<file path="src/design/koc_pkg.sv">
package koc_pkg;

    // Field widths fixed by the item formats
    localparam int MODE_W = 2;
    localparam int CHAR_W = 8;
    localparam int LEN_W  = 4;
    localparam int CODE_W = 16;
    localparam int OCC_W  = 32;

    // Default sizing of the unit
    localparam int MAX_MOTIF_DEF  = 8;
    localparam int COUNT_BITS_DEF = 32;

    // Reset value of the longest-length register
    localparam logic [LEN_W-1:0] CFG_MAX_LEN_RST = 4'd8;

    // Item modes
    localparam logic [MODE_W-1:0] MODE_ADD   = 2'd0;
    localparam logic [MODE_W-1:0] MODE_CLEAR = 2'd1;
    localparam logic [MODE_W-1:0] MODE_READ  = 2'd2;

    // Base characters
    localparam logic [CHAR_W-1:0] CHAR_A = 8'h41;
    localparam logic [CHAR_W-1:0] CHAR_C = 8'h43;
    localparam logic [CHAR_W-1:0] CHAR_G = 8'h47;
    localparam logic [CHAR_W-1:0] CHAR_T = 8'h54;

    // Base codes
    localparam logic [1:0] BASE_A = 2'd0;
    localparam logic [1:0] BASE_C = 2'd1;
    localparam logic [1:0] BASE_G = 2'd2;
    localparam logic [1:0] BASE_T = 2'd3;

    typedef struct packed {
        logic [MODE_W-1:0] mode;
        logic [CHAR_W-1:0] base_char;
        logic [LEN_W-1:0]  query_length;
        logic [CODE_W-1:0] query_kmer;
    } t_in_item;

    typedef struct packed {
        logic [LEN_W-1:0]  kmer_length;
        logic [CODE_W-1:0] kmer_code;
        logic [OCC_W-1:0]  occurrence_count;
        logic              last;
    } t_out_item;

    // One result slot of the cell chain
    typedef struct packed {
        logic      vld;
        t_out_item item;
    } t_res_slot;

    // Control broadcast from the sequencer to every cell
    typedef struct packed {
        logic             win_shift;
        logic [1:0]       base;
        logic             clr;
        logic             rd_query;
        logic             upd;
        logic             qry;
        logic             res_shift;
        logic [LEN_W-1:0] lim;
        logic [LEN_W-1:0] qlen;
    } t_cell_ctrl;

    typedef struct packed {
        logic       ok;
        logic [1:0] code;
    } t_base_dec;

    // Map an ASCII character to a 2-bit base code
    function automatic t_base_dec base_decode(input logic [CHAR_W-1:0] ch);
        t_base_dec d;
        d.ok   = 1'b1;
        d.code = BASE_A;
        unique case (ch)
            CHAR_A: d.code = BASE_A;
            CHAR_C: d.code = BASE_C;
            CHAR_G: d.code = BASE_G;
            CHAR_T: d.code = BASE_T;
            default: d.ok = 1'b0;
        endcase
        return d;
    endfunction

endpackage

</file>
<file path="src/design/koc_ram.sv">
module koc_ram #(
    parameter int WIDTH = 32,
    parameter int DEPTH = 256
) (
    input  logic                     i_clk,
    input  logic                     i_we,
    input  logic [$clog2(DEPTH)-1:0] i_waddr,
    input  logic [WIDTH-1:0]         i_wdata,
    input  logic [$clog2(DEPTH)-1:0] i_raddr,
    output logic [WIDTH-1:0]         o_rdata
);

    logic [WIDTH-1:0] r_mem [DEPTH];
    logic [WIDTH-1:0] r_rdata;

    // Write port and registered read port
    always_ff @(posedge i_clk) begin
        if (i_we) begin
            r_mem[i_waddr] <= i_wdata;
        end
        r_rdata <= r_mem[i_raddr];
    end

    assign o_rdata = r_rdata;

endmodule

</file>
<file path="src/design/koc_cell.sv">
module koc_cell #(
    parameter int K          = 1,
    parameter int MAX_MOTIF  = koc_pkg::MAX_MOTIF_DEF,
    parameter int COUNT_BITS = koc_pkg::COUNT_BITS_DEF
) (
    input  logic                   i_clk,
    input  logic                   i_rst_n,
    input  koc_pkg::t_cell_ctrl    i_ctrl,
    input  logic [2*MAX_MOTIF-1:0] i_clr_addr,
    input  logic [2*MAX_MOTIF-1:0] i_qcode,
    input  logic [2*MAX_MOTIF-1:0] i_code,
    output logic [2*MAX_MOTIF-1:0] o_code,
    input  koc_pkg::t_res_slot     i_res,
    output koc_pkg::t_res_slot     o_res
);

    localparam int WIN_W  = 2 * MAX_MOTIF;
    localparam int AW     = 2 * K;
    localparam int DEPTH  = 1 << AW;
    localparam int LEN_W  = koc_pkg::LEN_W;
    localparam int CODE_W = koc_pkg::CODE_W;
    localparam int OCC_W  = koc_pkg::OCC_W;

    logic [AW-1:0]         r_code;
    logic [WIN_W-1:0]      n_code_full;
    logic [AW-1:0]         rd_addr;
    logic [AW-1:0]         wr_addr;
    logic [COUNT_BITS-1:0] rdata;
    logic [COUNT_BITS-1:0] inc;
    logic [COUNT_BITS-1:0] wdata;
    logic                  we;
    logic                  in_range;
    koc_pkg::t_res_slot    r_res;

    // Take the neighbor's shorter k-mer and append the new base
    assign n_code_full = (i_code << 2) | WIN_W'(i_ctrl.base);
    assign o_code      = WIN_W'(r_code);

    assign in_range = (i_ctrl.lim >= LEN_W'(K));
    assign rd_addr  = i_ctrl.rd_query ? i_qcode[AW-1:0] : r_code;

    // Saturating increment of the stored count
    assign inc = (&rdata) ? rdata : rdata + COUNT_BITS'(1);

    // Clear sweep or count update
    assign we      = i_ctrl.clr | (i_ctrl.upd & in_range);
    assign wr_addr = i_ctrl.clr ? i_clr_addr[AW-1:0] : r_code;
    assign wdata   = i_ctrl.clr ? '0 : inc;

    koc_ram #(
        .WIDTH (COUNT_BITS),
        .DEPTH (DEPTH)
    ) u_ram (
        .i_clk   (i_clk),
        .i_we    (we),
        .i_waddr (wr_addr),
        .i_wdata (wdata),
        .i_raddr (rd_addr),
        .o_rdata (rdata)
    );

    // Hold the k-mer of this length and the result slot
    always_ff @(posedge i_clk) begin
        if (!i_rst_n) begin
            r_code    <= '0;
            r_res.vld <= 1'b0;
        end else begin
            if (i_ctrl.win_shift) begin
                r_code <= n_code_full[AW-1:0];
            end
            if (i_ctrl.upd) begin
                r_res.vld                   <= in_range;
                r_res.item.kmer_length      <= LEN_W'(K);
                r_res.item.kmer_code        <= CODE_W'(r_code);
                r_res.item.occurrence_count <= OCC_W'(inc);
                r_res.item.last             <= (i_ctrl.lim == LEN_W'(K));
            end else if (i_ctrl.qry) begin
                r_res.vld                   <= (i_ctrl.qlen == LEN_W'(K));
                r_res.item.kmer_length      <= LEN_W'(K);
                r_res.item.kmer_code        <= CODE_W'(rd_addr);
                r_res.item.occurrence_count <= OCC_W'(rdata);
                r_res.item.last             <= 1'b1;
            end else if (i_ctrl.res_shift) begin
                r_res <= i_res;
            end
        end
    end

    assign o_res = r_res;

endmodule

</file>
<file path="config.mk">
export PLATFORM = sky130hd
export DESIGN_NAME = koc_cell
export DESIGN_NICKNAME = d
export VERILOG_FILES = /design/src/design/koc_pkg.sv /design/src/design/koc_ram.sv /design/src/design/koc_cell.sv
export SDC_FILE = /design/constraint.sdc
export NUM_CORES = 1
export LEC_CHECK = 0
export ABC_AREA = 1
export BUFFER_PORTS_ARGS = -buffer_cell sky130_fd_sc_hd__buf_2
export CAP_MARGIN = 15
export CORE_ASPECT_RATIO = 0.8
export CORE_UTILIZATION = 55
export CTS_BUF_LIST = sky130_fd_sc_hd__clkbuf_8 sky130_fd_sc_hd__clkbuf_16
export DETAILED_ROUTE_END_ITERATION = 7
export GPL_ROUTABILITY_DRIVEN = 0
export PLACE_DENSITY = 0.8
export SLEW_MARGIN = 30
export SYNTH_ARGS = -nofsm -noshare
export SYNTH_HDL_FRONTEND = slang
export SYNTH_SLANG_ARGS = --single-unit
</file>
<file path="constraint.sdc">
create_clock -name i_clk -period 4.5 [get_ports i_clk]
set_input_delay 0.675 -clock i_clk [delete_from_list [all_inputs] [get_ports i_clk]]
set_output_delay 0.675 -clock i_clk [all_outputs]
set_load 0.05 [all_outputs]
</file>
==> metrics <==
CP dominant cell by count inv_1; final hold viol count 0; Power Density 449 mW/mm^2; Final #Nets 1167; CTS Root Cell clkbuf_16; post_cts resized 0; Post-CTS Hold Buffers 0; async set-reset flop share out of synthesis 0; highest attainable clock frequency 0.349 GHz; H-tree levels 1; # setup viols final 0; DIE HEIGHT 119 um; maxcap violations 0; GR Util met2 0.424; sequential area share after synthesis 0.651; Primary FF master, synth edfxtp_1; Synth cell types 36; Top Ports 190; gr ovfl total 0; Total Routing Usage GR 0.262; wirelength, routed 22.8 mm; pre-CTS WS 1.19 ns; initial core utilization 0.566; Antenna diodes 0; CTS tree yes; status completed; global routing usage on met3 0.0402; clk buf depth 3; Synth area leaders edfxtp_1 58%, nand2_1 7.9%, dfxtp_1 7.4%, nor2_1 5.9%, o21ai_0 3.8%; first-pass GRT wire length 34.9 mm; peak per-stage delay on the critical path 0.47 ns; Pins Over Slew Limit 0; Post-DRT Antenna Nets 0; P_int 0.00352 W; Psw 0.00137 W; Iter 0 DRT Violations 603; Switching Fraction 0.280; CP max FO 32; Hold Crit Class input port to register; flops & latches, synth 216; Setup CP Type input port to register; Max rail drop VDD 0.184 mV; Logic pwr share 0.158; Worst-Margin Slew 0.737 ns; cells after synthesis 922; Global Route met1 Usage 0.358; register share of total power 0.509; 1st-pass router iterations 5; synthesis warning total 0; Post-Route Setup TNS 0 ns; CP arrival 3.00 ns; leakage power 4.53 nW; die area 0.0177 mm^2; Core ar. 0.0167 mm^2; Setup Fix Bufs, Post-CTS 0; Synth top area share 0.577; clk sinks 216; Post-DP HPWL 14.6 mm; Post-Syn Area 0.00943 mm^2; Skew-Pair Late Insertion Delay 0.50 ns; Worst Clk Skew 0.00992 ns; GR peak layer met2; Num CTS Buffers 21; width of the die 148 um; Startpoint Class input port; row count 42; Avg WL per Cell 17.8 um; setup ws final 1.63 ns; leading area contributor after synthesis edfxtp_1; Req. time, crit path 4.63 ns; number of synthesized flops with an enable pin 181; CP max stage cell inv_1; mean post-synth cell area 10.2 um^2; Vias/cell 5.58; clock-pin slew on the worst setup and hold paths 0.06 ns; largest net degree at the start of global routing 67; P&R area growth vs syn 15.6%; Max-Slew Margin vs Limit 0.509; antenna violations before repair 0; R2R Setup Slk 1.94 ns; Clk pwr share 0.332; RSZ-0062 raised after global routing no; minimum clock period 2.87 ns; ratio of cells with drive above 1 in the final layout 0.185; vias in the first global route 6606; via count 7141; Cell Chain, Critical Path buf_2 -> inv_1 -> or2_2 -> o21ai_0 -> inv_1 -> nor3_2 -> buf_4; Critical Path End Type register; # DRC 0; port bufs 131; fin crit share 0.638
## kinds of logic after synthesis
kind of cell	Yosys count	synth area share
other	1	0.000398
buffers and inverters	127	0.0585
XOR/XNOR	11	0.0102
adder cells (fa/ha/maj)	1	0.00133
AND/OR/NAND/NOR	402	0.177
flip-flops	216	0.651
AO/OA/AOI/OAI	164	0.102
## per-stage QoR
step	utilization	power (W)	hold WS [ns]	std cells	cell area (um^2)
2_1_floorplan	-	0.00306	0.477	935	9470
5_1_grt	0.654	0.00507	0.453	1280	10900
4_1_cts	0.654	0.00489	0.446	1280	10900
3_3_place_gp	0.616	0.00327	0.487	1243	10300
3_5_place_dp	0.616	0.00329	0.490	1243	10300
6_report	0.654	0.00489	0.459	1280	10900
## power by group through the flow
stage               registers (W)  logic (W)  clock network (W)
global placement          0.00252   0.000751                  0
detailed placement        0.00253   0.000765                  0
global route              0.00250   0.000841            0.00172
floorplan                 0.00267   0.000394                  0
finish                    0.00249   0.000774            0.00162
CTS                       0.00249   0.000771            0.00163
## synth_stat cells (all sizes together), types with 3 or more instances
cell type / count
o211ai: 16
dfxtp: 35
nand2: 201
xnor2: 3
clkbuf: 30
inv: 69
xor2: 8
a21oi: 17
clkinv: 3
o21ai: 76
or2: 4
nand3: 39
nor3: 4
buf: 25
edfxtp: 181
a22oi: 18
nor2: 151
o21bai: 4
o22ai: 33
## worst paths after layout
kind	startpoint	cells after the start	to
worst min register to register	u_ram.r_mem[3][1]	2	u_ram.o_rdata[1]
worst max register to register	u_ram.o_rdata[0]	10	o_res[1]
worst min-delay path	i_res[49]	2	o_res[49]
worst max-delay path	i_ctrl[12]	7	u_ram.r_mem[1][30]
## area by class of cell
type | instances | area (um^2)
Fill cell | 1265 | 5770
Tap cell | 220 | 275
Clock buffer | 23 | 553
Multi-Input combinational cell | 592 | 2830
Sequential cell | 216 | 6140
Inverter | 72 | 272
Timing Repair Buffer | 143 | 746
Clock inverter | 14 | 81.3
## worst max-delay path: cells and delay by family
family                 cells  cell delay (ns)
and+or+nand+nor            2             0.58
AOI/OAI and AO/OA          1             0.19
buffers and inverters      4             1.51
## layout by cell type (no fill, tap or decap), drive strengths merged
master | synthesis | routed
inv | 69 | 77
xor2 | 8 | 8
nand3 | 39 | 39
bufinv | 0 | 1
edfxtp | 181 | 181
conb | 1 | 14
a22oi | 18 | 18
o211ai | 16 | 16
nand3b | 1 | 1
nand4 | 2 | 2
clkinv | 3 | 8
o21bai | 4 | 4
o21ai | 76 | 76
nand2 | 201 | 201
ha | 1 | 1
dfxtp | 35 | 35
or2 | 4 | 4
o22ai | 33 | 33
buf | 25 | 143
nor2 | 151 | 151
a21oi | 17 | 17
xnor2 | 3 | 3
clkbuf | 30 | 23
nor3 | 4 | 4
## registers in the layout (all words and copies together), names as in the netlist
name	cells
u_ram.r_mem	128
o_res	54
r_code	2
u_ram.o_rdata	32
## layer usage
layer,vias to the layer above,routed length (um)
li1,3370,-
met1,3307,9300
met2,408,10500
met3,56,2220
met4,0,732
met5,-,0
No activity file was read; power rests on OpenSTA's default activity.
